### src/design/slcd_pkg.sv
// ----------------------------------------------------------------------------
// slcd_pkg - shared types and constants of the serial line command decoder
// Command texts, reply messages, the job record passed from front to back.
// ----------------------------------------------------------------------------
package slcd_pkg;

  localparam int LINE_LEN_DEF = 16;

  localparam logic [7:0] CH_CR = 8'h0d;
  localparam logic [7:0] CH_LF = 8'h0a;

  // command table: LRON LROFF LGON LGOFF LBON LBOFF (short ones space padded)
  localparam int NUM_CMD   = 6;
  localparam int CMD_CHARS = 5;
  localparam int CMD_SHORT = 4;
  localparam logic [8*CMD_CHARS-1:0] CMD_TEXT [NUM_CMD] = '{
    "LRON ", "LROFF", "LGON ", "LGOFF", "LBON ", "LBOFF"
  };

  // reply messages, first character in the top byte
  localparam int LONG_LEN = 15;
  localparam int BAD_LEN  = 11;
  localparam logic [8*LONG_LEN-1:0] MSG_LONG = "Zbyt dlugi ciag";
  localparam logic [8*BAD_LEN-1:0]  MSG_BAD  = "Zla komenda";

  // index over the transactions of one reply (longest is 17)
  localparam int IDX_W = 5;

  // queue between front and back
  localparam int QUEUE_DEPTH = 2;

  typedef enum logic [1:0] {
    JOB_LED  = 2'd0,
    JOB_BAD  = 2'd1,
    JOB_LONG = 2'd2
  } job_kind_t;

  typedef struct packed {
    job_kind_t  kind;
    logic [1:0] led_sel;
    logic       led_on;
  } job_t;

  // character p of command c
  function automatic logic [7:0] cmd_char(input int c, input logic [2:0] p);
    logic [8*CMD_CHARS-1:0] txt;
    txt = CMD_TEXT[c] >> (8 * (CMD_CHARS - 1 - int'(p)));
    return txt[7:0];
  endfunction

  function automatic int cmd_size(input int c);
    return (c % 2 == 1) ? CMD_CHARS : CMD_SHORT;
  endfunction

  // message length without the LF, CR tail
  function automatic logic [IDX_W-1:0] msg_len(input job_kind_t k);
    return (k == JOB_LONG) ? IDX_W'(LONG_LEN) : IDX_W'(BAD_LEN);
  endfunction

  // byte idx of a reply: text, then LF, then CR
  function automatic logic [7:0] msg_byte(input job_kind_t k, input logic [IDX_W-1:0] idx);
    logic [8*LONG_LEN-1:0] lng;
    logic [8*BAD_LEN-1:0]  bad;
    logic [IDX_W-1:0]      len;
    logic [7:0]            ch;
    len = msg_len(k);
    lng = MSG_LONG >> (8 * (LONG_LEN - 1 - int'(idx)));
    bad = MSG_BAD  >> (8 * (BAD_LEN  - 1 - int'(idx)));
    if (idx < len) begin
      ch = (k == JOB_LONG) ? lng[7:0] : bad[7:0];
    end else if (idx == len) begin
      ch = CH_LF;
    end else begin
      ch = CH_CR;
    end
    return ch;
  endfunction

endpackage

### src/design/slcd_front.sv
// ----------------------------------------------------------------------------
// slcd_front - line collector and classifier
// Tracks the line byte by byte against the command table; on CR posts a job.
// ----------------------------------------------------------------------------
module slcd_front #(
  parameter int LINE_LEN = slcd_pkg::LINE_LEN_DEF
) (
  input  logic           clk,
  input  logic           rst_n,
  input  logic           in_valid,
  input  logic [7:0]     in_byte,
  output logic           in_ready,
  output logic           push,
  output slcd_pkg::job_t push_job,
  input  logic           q_full
);

  localparam int CNT_W = $clog2(LINE_LEN + 1);

  logic [CNT_W-1:0]             fill_r, fill_nxt;
  logic [CNT_W-1:0]             zlen_r, zlen_nxt;
  logic                         zero_r, zero_nxt;
  logic                         ovf_r, ovf_nxt;
  logic [slcd_pkg::NUM_CMD-1:0] match_r, match_nxt;
  logic                         acc;
  logic [CNT_W-1:0]             len;

  assign in_ready = !q_full;
  assign acc      = in_valid && in_ready;
  assign len      = zero_r ? zlen_r : fill_r;

  always_comb begin
    fill_nxt  = fill_r;
    zlen_nxt  = zlen_r;
    zero_nxt  = zero_r;
    ovf_nxt   = ovf_r;
    match_nxt = match_r;
    push      = 1'b0;
    push_job  = '{kind: slcd_pkg::JOB_BAD, led_sel: 2'd0, led_on: 1'b0};
    if (acc) begin
      if (in_byte == slcd_pkg::CH_CR) begin
        push = 1'b1;
        if (ovf_r) begin
          push_job.kind = slcd_pkg::JOB_LONG;
        end else begin
          for (int c = slcd_pkg::NUM_CMD - 1; c >= 0; c--) begin
            if (match_r[c] && len == CNT_W'(slcd_pkg::cmd_size(c))) begin
              push_job.kind    = slcd_pkg::JOB_LED;
              push_job.led_sel = 2'(c / 2);
              push_job.led_on  = (c % 2 == 0);
            end
          end
        end
        fill_nxt  = '0;
        zero_nxt  = 1'b0;
        ovf_nxt   = 1'b0;
        match_nxt = '1;
      end else if (!ovf_r) begin
        if (!zero_r) begin
          if (in_byte == 8'd0) begin
            zero_nxt = 1'b1;
            zlen_nxt = fill_r;
          end else begin
            for (int c = 0; c < slcd_pkg::NUM_CMD; c++) begin
              if (!(fill_r < CNT_W'(slcd_pkg::cmd_size(c)) &&
                    in_byte == slcd_pkg::cmd_char(c, fill_r[2:0]))) begin
                match_nxt[c] = 1'b0;
              end
            end
          end
        end
        fill_nxt = fill_r + 1'b1;
        if (fill_nxt == CNT_W'(LINE_LEN)) begin
          ovf_nxt = 1'b1;
        end
      end
    end
  end

  always_ff @(posedge clk) begin
    if (!rst_n) begin
      fill_r  <= '0;
      zero_r  <= 1'b0;
      ovf_r   <= 1'b0;
      match_r <= '1;
    end else begin
      fill_r  <= fill_nxt;
      zero_r  <= zero_nxt;
      ovf_r   <= ovf_nxt;
      match_r <= match_nxt;
    end
  end

  always_ff @(posedge clk) begin
    zlen_r <= zlen_nxt;
  end

endmodule

### src/design/slcd_queue.sv
// ----------------------------------------------------------------------------
// slcd_queue - short job queue between front and back
// Register based FIFO of slcd_pkg::QUEUE_DEPTH entries.
// ----------------------------------------------------------------------------
module slcd_queue (
  input  logic           clk,
  input  logic           rst_n,
  input  logic           push,
  input  slcd_pkg::job_t push_job,
  output logic           full,
  input  logic           pop,
  output logic           not_empty,
  output slcd_pkg::job_t pop_job
);

  localparam int PTR_W = $clog2(slcd_pkg::QUEUE_DEPTH);
  localparam int CNT_W = $clog2(slcd_pkg::QUEUE_DEPTH + 1);

  slcd_pkg::job_t   mem_r [slcd_pkg::QUEUE_DEPTH];
  logic [PTR_W-1:0] wr_r, rd_r;
  logic [CNT_W-1:0] cnt_r;
  logic             do_push, do_pop;

  assign full      = cnt_r == CNT_W'(slcd_pkg::QUEUE_DEPTH);
  assign not_empty = cnt_r != '0;
  assign pop_job   = mem_r[rd_r];
  assign do_push   = push && !full;
  assign do_pop    = pop && not_empty;

  always_ff @(posedge clk) begin
    if (!rst_n) begin
      wr_r  <= '0;
      rd_r  <= '0;
      cnt_r <= '0;
    end else begin
      if (do_push) begin
        wr_r <= (wr_r == PTR_W'(slcd_pkg::QUEUE_DEPTH - 1)) ? '0 : wr_r + 1'b1;
      end
      if (do_pop) begin
        rd_r <= (rd_r == PTR_W'(slcd_pkg::QUEUE_DEPTH - 1)) ? '0 : rd_r + 1'b1;
      end
      cnt_r <= cnt_r + CNT_W'(do_push) - CNT_W'(do_pop);
    end
  end

  always_ff @(posedge clk) begin
    if (do_push) begin
      mem_r[wr_r] <= push_job;
    end
  end

endmodule

### src/design/slcd_back.sv
// ----------------------------------------------------------------------------
// slcd_back - reply sequencer
// Expands one job into its output transactions through an output register.
// ----------------------------------------------------------------------------
module slcd_back (
  input  logic           clk,
  input  logic           rst_n,
  input  logic           q_not_empty,
  input  slcd_pkg::job_t q_job,
  output logic           q_pop,
  output logic           out_tvalid,
  input  logic           out_tready,
  output logic           out_kind,
  output logic [1:0]     out_led_sel,
  output logic           out_led_on,
  output logic [7:0]     out_tx_byte,
  output logic           out_last
);

  typedef enum logic [1:0] {
    ST_IDLE = 2'b01,
    ST_RUN  = 2'b10
  } st_t;

  st_t                            st_r, st_nxt;
  slcd_pkg::job_t                 job_r;
  logic [slcd_pkg::IDX_W-1:0]     idx_r, idx_nxt;
  logic                           vld_r, vld_nxt;
  logic                           kind_r, on_r, last_r;
  logic [1:0]                     sel_r;
  logic [7:0]                     tx_r;
  logic                           slot;
  logic                           gen;
  logic                           g_last;

  assign slot  = !vld_r || out_tready;
  assign gen   = (st_r == ST_RUN) && slot;
  assign q_pop = (st_r == ST_IDLE) && q_not_empty;
  assign g_last = (job_r.kind == slcd_pkg::JOB_LED) ||
                  (idx_r == slcd_pkg::msg_len(job_r.kind) + 1'b1);

  always_comb begin
    st_nxt  = st_r;
    idx_nxt = idx_r;
    vld_nxt = vld_r && !out_tready;
    unique case (st_r)
      ST_IDLE: begin
        if (q_not_empty) begin
          st_nxt  = ST_RUN;
          idx_nxt = '0;
        end
      end
      ST_RUN: begin
        if (gen) begin
          vld_nxt = 1'b1;
          idx_nxt = idx_r + 1'b1;
          if (g_last) begin
            st_nxt = ST_IDLE;
          end
        end
      end
      default: begin
        st_nxt = ST_IDLE;
      end
    endcase
  end

  always_ff @(posedge clk) begin
    if (!rst_n) begin
      st_r  <= ST_IDLE;
      vld_r <= 1'b0;
    end else begin
      st_r  <= st_nxt;
      vld_r <= vld_nxt;
    end
  end

  always_ff @(posedge clk) begin
    idx_r <= idx_nxt;
    if (q_pop) begin
      job_r <= q_job;
    end
    if (gen) begin
      last_r <= g_last;
      if (job_r.kind == slcd_pkg::JOB_LED) begin
        kind_r <= 1'b0;
        sel_r  <= job_r.led_sel;
        on_r   <= job_r.led_on;
        tx_r   <= 8'd0;
      end else begin
        kind_r <= 1'b1;
        sel_r  <= 2'd0;
        on_r   <= 1'b0;
        tx_r   <= slcd_pkg::msg_byte(job_r.kind, idx_r);
      end
    end
  end

  assign out_tvalid  = vld_r;
  assign out_kind    = kind_r;
  assign out_led_sel = sel_r;
  assign out_led_on  = on_r;
  assign out_tx_byte = tx_r;
  assign out_last    = last_r;

endmodule

### src/design/serial_line_command_decoder_core.sv
// ----------------------------------------------------------------------------
// serial_line_command_decoder_core - serial command line decoder
// Collects received bytes into a command line; on CR emits an LED action or
// a text reply (too long / unknown command) followed by LF, CR.
// ----------------------------------------------------------------------------
//
//  channel | dir | handshake            | payload
//  --------+-----+----------------------+-------------------------------------
//  in_     | in  | in_tvalid/in_tready  | tdata[7:0] rx_byte
//  out_    | out | out_tvalid/out_tready| tuser kind, tdata led_select,
//          |     |                      | led_on, tx_byte; tlast last
//
//  Flow: a CR turns a received line into a job in the queue; the back end
//  then emits one transaction a cycle while out_tready stays high (17 for
//  the too-long reply, 13 for the unknown-command reply, 1 for an LED
//  action), and returns to idle to pick the next job off the queue.
//  Stalls: the front stops taking bytes only when the two-entry job queue
//  is full; out_tready low holds the output register and the sequencer.
//  Reset: rst_n, synchronous, clears the line state, queue and sequencer.
//
module serial_line_command_decoder_core #(
  parameter int LINE_LEN = slcd_pkg::LINE_LEN_DEF
) (
  input  logic        clk,
  input  logic        rst_n,
  // input transactions
  input  logic        in_tvalid,
  output logic        in_tready,
  input  logic [7:0]  in_tdata,    // [7:0] rx_byte
  // result transactions
  output logic        out_tvalid,
  input  logic        out_tready,
  output logic [15:0] out_tdata,   // [1:0] led_select, [2] led_on, [10:3] tx_byte, rest 0
  output logic        out_tuser,   // [0] kind: 0 LED action, 1 byte to transmit
  output logic        out_tlast
);

  logic           push, q_full, q_pop, q_not_empty;
  slcd_pkg::job_t push_job, q_job;
  logic [1:0]     led_sel;
  logic           led_on;
  logic [7:0]     tx_byte;

  // front: line tracking and classification on CR
  slcd_front #(
    .LINE_LEN(LINE_LEN)
  ) u_front (
    .clk      (clk),
    .rst_n    (rst_n),
    .in_valid (in_tvalid),
    .in_byte  (in_tdata),
    .in_ready (in_tready),
    .push     (push),
    .push_job (push_job),
    .q_full   (q_full)
  );

  // decouples line collection from reply output
  slcd_queue u_queue (
    .clk       (clk),
    .rst_n     (rst_n),
    .push      (push),
    .push_job  (push_job),
    .full      (q_full),
    .pop       (q_pop),
    .not_empty (q_not_empty),
    .pop_job   (q_job)
  );

  // back: expands a job into its transactions
  slcd_back u_back (
    .clk         (clk),
    .rst_n       (rst_n),
    .q_not_empty (q_not_empty),
    .q_job       (q_job),
    .q_pop       (q_pop),
    .out_tvalid  (out_tvalid),
    .out_tready  (out_tready),
    .out_kind    (out_tuser),
    .out_led_sel (led_sel),
    .out_led_on  (led_on),
    .out_tx_byte (tx_byte),
    .out_last    (out_tlast)
  );

  assign out_tdata = {5'd0, tx_byte, led_on, led_sel};

endmodule

### config.mk
export PLATFORM = sky130hd
export DESIGN_NAME = serial_line_command_decoder_core
export DESIGN_NICKNAME = d
export VERILOG_FILES = /design/src/design/slcd_pkg.sv /design/src/design/slcd_front.sv /design/src/design/slcd_queue.sv /design/src/design/slcd_back.sv /design/src/design/serial_line_command_decoder_core.sv
export SDC_FILE = /design/constraint.sdc
export NUM_CORES = 1
export LEC_CHECK = 0
export ABC_AREA = 0
export BUFFER_PORTS_ARGS = -buffer_cell sky130_fd_sc_hd__buf_2
export CAP_MARGIN = 20
export CORE_ASPECT_RATIO = 1.2
export CORE_MARGIN = 8
export CORE_UTILIZATION = 55
export DETAILED_ROUTE_END_ITERATION = 12
export GPL_TIMING_DRIVEN = 0
export HOLD_SLACK_MARGIN = 0.1
export PLACE_DENSITY = 0.88
export SLEW_MARGIN = 40
export SYNTH_ARGS = -nofsm -noshare
export SYNTH_HDL_FRONTEND = slang
export SYNTH_SLANG_ARGS = --single-unit
### constraint.sdc
create_clock -name clk -period 2.6 [get_ports clk]
set_input_delay 0.13 -clock clk [delete_from_list [all_inputs] [get_ports clk]]
set_output_delay 0.13 -clock clk [all_outputs]
set_load 0.01 [all_outputs]
==> metrics.md, run 1 <==
| Metric | Value |
|---|---|
| Synth Warn # | 0 |
| Clock network power share | 18.3% |
| Max Fclk | 393 MHz |
| # IOs | 32 |
| CORE AREA | 6810 um2 |
| Synth Area in XOR/XNOR | 5.45% |
| Post-synthesis adder-cell area fraction | 2.53% |
| Cell Area, Synth | 3850 um2 |
| Total CTS buffers | 9 |
| Via count | 3671 |
| Leakage | 1.63 nW |
| Peak supply drop | 0.445 mV |
| RSZ-0062 raised after global routing | true |
| Gp weighted congestion | 1.02 |
| CTS tree | built |
| Met3 usage | 4.54% |
| CP cell instances | nor2b_4 -> clkinv_2 -> ha_1 -> a31o_2 -> a21oi_4 -> buf_4 -> o2111ai_1 -> o21ba_2 -> o32ai_1 |
| DRC Markers | 0 |
| Largest stage delay, worst path | 510 ps |
| Final Hold Viols | 0 |
| Dpl cells | 539 |
| Layout cells sized above 1 | 21.4% |
| Mux contribution to synthesized area | 3.02% |
| Met1 Usage GRT | 23.1% |
| Syn_area_per_cell | 9.05 um2 |
| Post-layout min period | 2540 ps |
| CTS root buf | clkbuf_8 |
| DIE AREA | 9950 um2 |
| Switching Fraction | 43.5% |
| CP arrival | 2680 ps |
| Vias in the first global route | 3434 |
| Drt pass-1 iters | 6 |
| R2r setup slk | 60 ps |
| Synth Instances | 426 |
| Max Cap Violations | 0 |
| Post-route cell area | 4500 um2 |
| Final WL | 10600 um |
| Reg2reg start | u_back.job_r[3] |
| Skew-Pair Late Insertion Delay | 340 ps |
| Largest family of logic cells by synthesized area | compound AO/OA/AOI/OAI gates |
| Starting density of the core | 56.6% |
| Max-Slew Margin vs Limit | 52.1% |
| Post-DRT Antenna Nets | 0 |
| Floorplan row count | 33 |
| Antenna violations before repair | 0 |
| Status | finished clean |
| Dpl cell area | 4100 um2 |
| Htree depth | 3 |
| Final worst slack | 56.1 ps |
| Synth Flop Type | edfxtp_1 |
| Net Sw Power | 1.93 mW |
| Hold Path Sink | u_front.match_r[5] |
| Ant. Diodes | 0 |
| Clock-pin slew on the worst setup and hold paths | 70 ps |
| Worst-case reg-to-reg path depth | 9 |
| Grt met2 use | 36.1% |
| Mean routed wirelength per cell | 18.8 um |
| Max Clock Skew | 12.1 ps |
| DRT iter0 DRCs | 392 |
| GR Util All Layers | 20.9% |
| Register area share after synthesis | 39.2% |
| Congestion Overflow GR | 0 |
| Fin nets | 490 |
| Vias per cell | 6.52 |
| Non-filler instance count after layout | 563 |
| Worst Hold Class | in2reg |
| Sequential power share | 27.7% |
| CP Max Fanout | 8 |
| Setup crit start kind | flop |
| FF+latch count, synth | 57 |
| EDFF count, synth | 37 |
| FF-to-FF End | u_back.out_tx_byte[2] |
| Tcrit/Tclk final | 97.8% |
| Post-DP HPWL | 7250 um |
| Pint | 2.50 mW |
| Slowest cell on the critical path | edfxtp_1 |
| Port-buffer cells | 21 |
| Endpoints failing setup | 0 |
| CP Class | reg2reg |
| Setup_tns | 0 ps |
| Pre-CTS setup slack | -627 ps |
| Hold Path Depth | 4 |
| Worst-Margin Slew | 716 ps |
| PwrDens | 986 nW/um2 |
| Worst-case clock buffer depth | 2 |
| Busiest layer in global routing | met2 |
| Combinational cell fraction of total power | 54.1% |
| Largest net degree at the start of global routing | 14 |
| CTS sink cnt | 57 |
| First-pass GRT wire length | 16700 um |
| Bufs and invs on worst path | 2 |
| Chip Height | 108 um |
| Post-Synth Simple-Gate Area | 21.4% |
| Hold Startpoint | in_tdata[7] |
| Required time worst endpoint | 2740 ps |
| Die Width | 92.4 um |
| Area growth, synth to finish | 16.7% |
| Pins Over Slew Limit | 0 |
| Async set-reset flop share out of synthesis | 0% |
| Distinct cells, synth | 72 |
| Compound-Gate Fraction of Synth Area | 21.8% |
| Critical Path Sink Type | flop |
| Cell family with the largest share of critical-path delay | compound AO/OA/AOI/OAI gates |
| Fin Hold WS | 113 ps |
layout make-up:
type / count / area [um2]
multi-input combinational: 317 / 2220
clock buffer: 9 / 124
inverter: 19 / 78.8
tap: 87 / 109
fill: 543 / 2320
clock inverter: 7 / 70.1
timing repair buffer: 32 / 188
sequential: 57 / 1510
buffer: 35 / 194
metrics by stage:
step	total power [mW]	util (%)
4_1_cts	4.17	64.1
6_report	4.43	66.0
5_1_grt	4.63	66.0
2_1_floorplan	2.74	-
3_3_place_gp	3.21	60.0
3_5_place_dp	3.24	60.1
timing repair:
action	in CTS	in global routing
hold buffers	0	0
resized for setup	16	24
pin swaps	1	3
setup buffers	3	8
endpoints found under the setup margin	12	13
how the worst max path moves through the flow:
stage | startpoint | endpoint | slack, ps | cells past startpoint
after floorplan | u_back.idx_r[1] | u_back.out_tx_byte[1] | 10 | 8
after global placement | u_back.idx_r[1] | u_back.out_tx_byte[1] | -600 | 8
after detailed placement | u_back.idx_r[1] | u_back.out_tx_byte[1] | -630 | 8
after CTS | u_back.idx_r[1] | u_back.out_tx_byte[1] | -20 | 7
after global routing | u_front.fill_r[0] | u_front.match_r[2] | -10 | 8
final | u_back.job_r[3] | u_back.out_tx_byte[2] | 60 | 9
tightest hold or removal path, delay by kind of cell:
family	cells	cell delay, ps
buffers and inverters	1	100
AND/OR/NAND/NOR	2	100
AO/OA/AOI/OAI	1	60
Yosys cell counts, types with 7 or more instances:
cell / count / share of area [%]
edfxtp_1: 37 / 29
a21oi_1: 33 / 4.3
nor2_1: 30 / 2.9
clkbuf_1: 25 / 2.4
nand2_1: 22 / 2.1
o21ai_0: 21 / 2.7
dfxtp_1: 20 / 10
inv_1: 17 / 1.7
xnor2_1: 15 / 3.4
nor2b_1: 13 / 2.1
nor3_1: 13 / 1.7
and2_1: 10 / 1.6
xor2_1: 9 / 2.0
nand2b_1: 8 / 1.3
buf_4: 7 / 1.4
ha_1: 7 / 2.3
nand3_1: 7 / 0.91
nand4_1: 7 / 1.1
logic make-up (layout without fill, tap and decap cells):
| family | count (synthesis) | after routing |
|---|---|---|
| other | 1 | 6 |
| muxes | 11 | 11 |
| xor gates and xnor gates | 24 | 24 |
| buffers and inverters | 57 | 102 |
| DFF | 57 | 57 |
| and+or+nand+nor | 146 | 146 |
| adders and majority gates | 8 | 8 |
| AOI/OAI and AO/OA | 122 | 122 |
state kept, by name (all words and copies together), names as in the netlist, 2 cells and up:
name / cells
u_queue.mem_r: 10
u_back.out_tx_byte: 7
u_front.match_r: 6
u_back.idx_r: 5
u_back.job_r: 5
u_front.fill_r: 5
u_front.zlen_r: 5
u_back.out_led_sel: 2
u_back.st_r: 2
u_queue.cnt_r: 2
routing by layer:
metal / vias to the layer above / routed length, um / share of wire, %
li1: 1673 / - / -
met1: 1688 / 4040 / 38
met2: 249 / 5190 / 49
met3: 61 / 816 / 7.7
met4: 0 / 536 / 5.1
met5: - / 0 / 0
power groups by stage:
stage / clock (mW) / combinational [mW] / sequential (mW)
after floorplan: 0 / 1.54 / 1.20
after global placement: 0 / 1.98 / 1.22
after detailed placement: 0 / 2.02 / 1.23
after CTS: 0.812 / 2.14 / 1.22
after global routing: 0.854 / 2.54 / 1.24
final: 0.811 / 2.40 / 1.23
placed cells by master (no fill, tap or decap), types with 4 or more instances in the layout:
cell,instances
edfxtp_1,37
a21oi_1,32
nor2_1,30
buf_2,24
nand2_1,22
o21ai_0,20
buf_4,18
dfxtp_1,18
clkbuf_1,16
inv_1,16
xnor2_1,15
nor2b_1,11
nor3_1,11
and2_1,10
xor2_1,9
clkbuf_8,9
nand2b_1,8
nand3_1,7
nand4_1,7
mux2i_1,6
ha_1,6
conb_1,6
or2_2,5
mux2_2,5
nor3b_1,5
clkbuf_2,5
a211oi_1,5
a31oi_1,4
or4_1,4
o21a_1,4
a221oi_1,4
clkinvlp_4,4
Note: power is estimated with default switching activity, not from simulation.
==> inputs of run 2 (changes only) <==
--- a/config.mk
+++ b/config.mk
@@ -15,6 +15,7 @@
 export GPL_TIMING_DRIVEN = 0
 export HOLD_SLACK_MARGIN = 0.1
 export PLACE_DENSITY = 0.88
+export RECOVER_POWER = 100
 export SLEW_MARGIN = 40
 export SYNTH_ARGS = -nofsm -noshare
 export SYNTH_HDL_FRONTEND = slang
==> constraint.sdc (replaced) <==
create_clock -name clk -period 2.6 [get_ports clk]
set_input_delay 0.52 -clock clk [delete_from_list [all_inputs] [get_ports clk]]
set_output_delay 0.52 -clock clk [all_outputs]
set_load 0.01 [all_outputs]
==> run 2 against run 1 <==
  * Worst hold slack better by 370 ps
  * Clock power hardly changed
  * Final cell count stayed put
  * Critical path depth is 2 lower
  * Sequential power hardly changed
  * Via count is 2.2% lower
  * Fmax is 0.14% lower
  * Combinational power hardly changed
  * Die area stayed put
  * Total power is 0.39% lower
  * First-iteration DRC count is 4.6% lower
  * Utilization is 0.53 points lower
  * Critical endpoint is now u_back.out_tx_byte[1]
==> metrics.md, run 2 (same netlist as run 1, synthesis figures left out) <==
| Metric | Value |
|---|---|
| DRT iter0 DRCs | 374 (-4.6%) |
| Die Width | 92.4 um (unchanged) |
| CTS root buf | clkbuf_8 |
| RSZ-0062 raised after global routing | true |
| Via count | 3590 (-2.2%) |
| DRC Markers | 0 (unchanged) |
| Max Clock Skew | 12.5 ps (+0.432 ps) |
| PwrDens | 990 nW/um2 (+0.42%) |
| Leading cell type in the layout, fill and taps excluded | edfxtp_1 |
| CP Class | reg2reg |
| Setup crit start kind | flop |
| Ant. Diodes | 0 (unchanged) |
| Final Hold Viols | 0 (unchanged) |
| Area growth, synth to finish | 15.7% |
| Status | finished clean |
| Largest net degree at the start of global routing | 14 (unchanged) |
| Floorplan row count | 33 (unchanged) |
| CTS sink cnt | 57 (unchanged) |
| Design Power | 4.41 mW (-0.39%) |
| Hold Startpoint | u_front.fill_r[2] |
| First-pass GRT wire length | 16700 um (unchanged) |
| Worst-Margin Slew | 988 ps (+272 ps) |
| Reg2reg start | u_back.idx_r[1] |
| Critical Path Sink Type | flop |
| # IOs | 32 (unchanged) |
| Required time worst endpoint | 2730 ps (about the same) |
| Worst-case clock buffer depth | 2 (unchanged) |
| Fin nets | 490 (unchanged) |
| Max Fclk | 393 MHz (-0.14%) |
| Drt pass-1 iters | 4 (-2) |
| Register bank with the most flops | u_queue.mem_r |
| CP arrival | 2680 ps (about the same) |
| CTS tree | built |
| Leakage | 1.58 nW (-3.5%) |
| Clock-pin slew on the worst setup and hold paths | 70 ps (about the same) |
| DIE AREA | 9950 um2 (unchanged) |
| Critical Path Start | u_back.idx_r[1] |
| Post-layout min period | 2550 ps (+3.65 ps) |
| Tcrit/Tclk final | 98.0% (+0.14 points) |
| Pins Over Slew Limit | 0 (unchanged) |
| Post-DP HPWL | 7250 um (unchanged) |
| Max Cap Violations | 0 (unchanged) |
| Endpoints failing setup | 0 (unchanged) |
| Final WL | 10600 um (about the same) |
| Post-DRT Antenna Nets | 0 (unchanged) |
| Gp weighted congestion | 1.02 (unchanged) |
| Congestion Overflow GR | 0 (unchanged) |
| Worst Hold Class | reg2reg |
| Fin util | 65.5% (-0.53 points) |
| Max-Slew Margin vs Limit | 34.0% (-18 points) |
| CP Max Fanout | 7 (-1) |
| Mean routed wirelength per cell | 18.8 um (about the same) |
| Total CTS buffers | 9 (unchanged) |
| Commonest non-fill, non-tap cells in the layout | edfxtp_1, clkbuf_1, a21oi_1 |
| Port-buffer cells | 21 (unchanged) |
| Skew-Pair Late Insertion Delay | 340 ps (about the same) |
| Layout cells sized above 1 | 17.0% (-4.4 points) |
| Largest register FFs | 10 (unchanged) |
| Antenna violations before repair | 0 (unchanged) |
| Peak supply drop | 0.444 mV (-0.20%) |
| GR Util All Layers | 20.9% (unchanged) |
| Vias per cell | 6.38 (-2.2%) |
| Chip Height | 108 um (unchanged) |
| Starting density of the core | 56.6% (unchanged) |
| Htree depth | 3 (unchanged) |
| Vias in the first global route | 3434 (unchanged) |
| CORE AREA | 6810 um2 (unchanged) |
==> run 2: cell count changes in the layout (fill, tap and decap cells not counted), sizes merged <==
| cell | change |
|---|---|
| buf | -17 |
| clkbuf | +17 |
==> run 2: per-stage QoR <==
stage | instance area, um2 | TNS [ps] | instances | hold slack [ps] | worst slack (ps)
floorplan | 3870 | 0 | 431 | 429 | 14.7
global placement | 4090 | -2280 | 539 | 438 | -597
detailed placement | 4100 | -2920 | 539 | 452 | -627
CTS | 4370 | -21.7 | 555 | 474 | -21.7
global route | 4460 | -17.4 | 563 | 485 | -10.6
finish | 4460 | 0 | 563 | 483 | 52.5
==> run 2: final timing paths <==
kind	to	slack [ps]	cells past startpoint
setup / recovery	u_back.out_tx_byte[1]	50	7
hold / removal	u_front.zlen_r[2]	480	0
setup reg to reg	u_back.out_tx_byte[1]	50	7
hold reg to reg	u_front.zlen_r[2]	480	0
==> run 2: timing repair <==
item / CTS / global route
hold buffers: 0 / 0
pin swaps: 1 / 3
resized for setup: 16 / 24
cloned: 0 / 0
buffers inserted: 3 / 8
endpoints found under the setup margin: 12 / 13
==> run 2: layout make-up <==
| type | count | area (um2) |
|---|---|---|
| plain buffers | 35 | 191 |
| fillers | 554 | 2350 |
| multi-input cells | 317 | 2200 |
| flip-flops and latches | 57 | 1510 |
| clock buffers | 9 | 124 |
| clock inverters | 7 | 70.1 |
| well taps | 87 | 109 |
| repair buffers | 32 | 169 |
| inverters | 19 | 78.8 |
==> run 2: routing by layer <==
metal  vias to the layer above  share of wire, %  track usage, %
met3                        52               7.0            4.54
met5                         -                 0               0
li1                       1667                 -               -
met4                         0               4.9            12.0
met1                      1669                39            23.1
met2                       202                49            36.1
==> run 2: worst max-delay path, stage by stage (launching register included) <==
cell	delay [ps]
edfxtp_1	480
buf_8	150
inv_1	100
ha_4	330
clkinvlp_4	140
or4_1	510
a311o_1	350
a311oi_2	290
==> run 2: power by group <==
part | internal (mW) | switching, mW
clock | 0.440 | 0.369
sequential | 1.12 | 0.104
combinational | 0.934 | 1.45
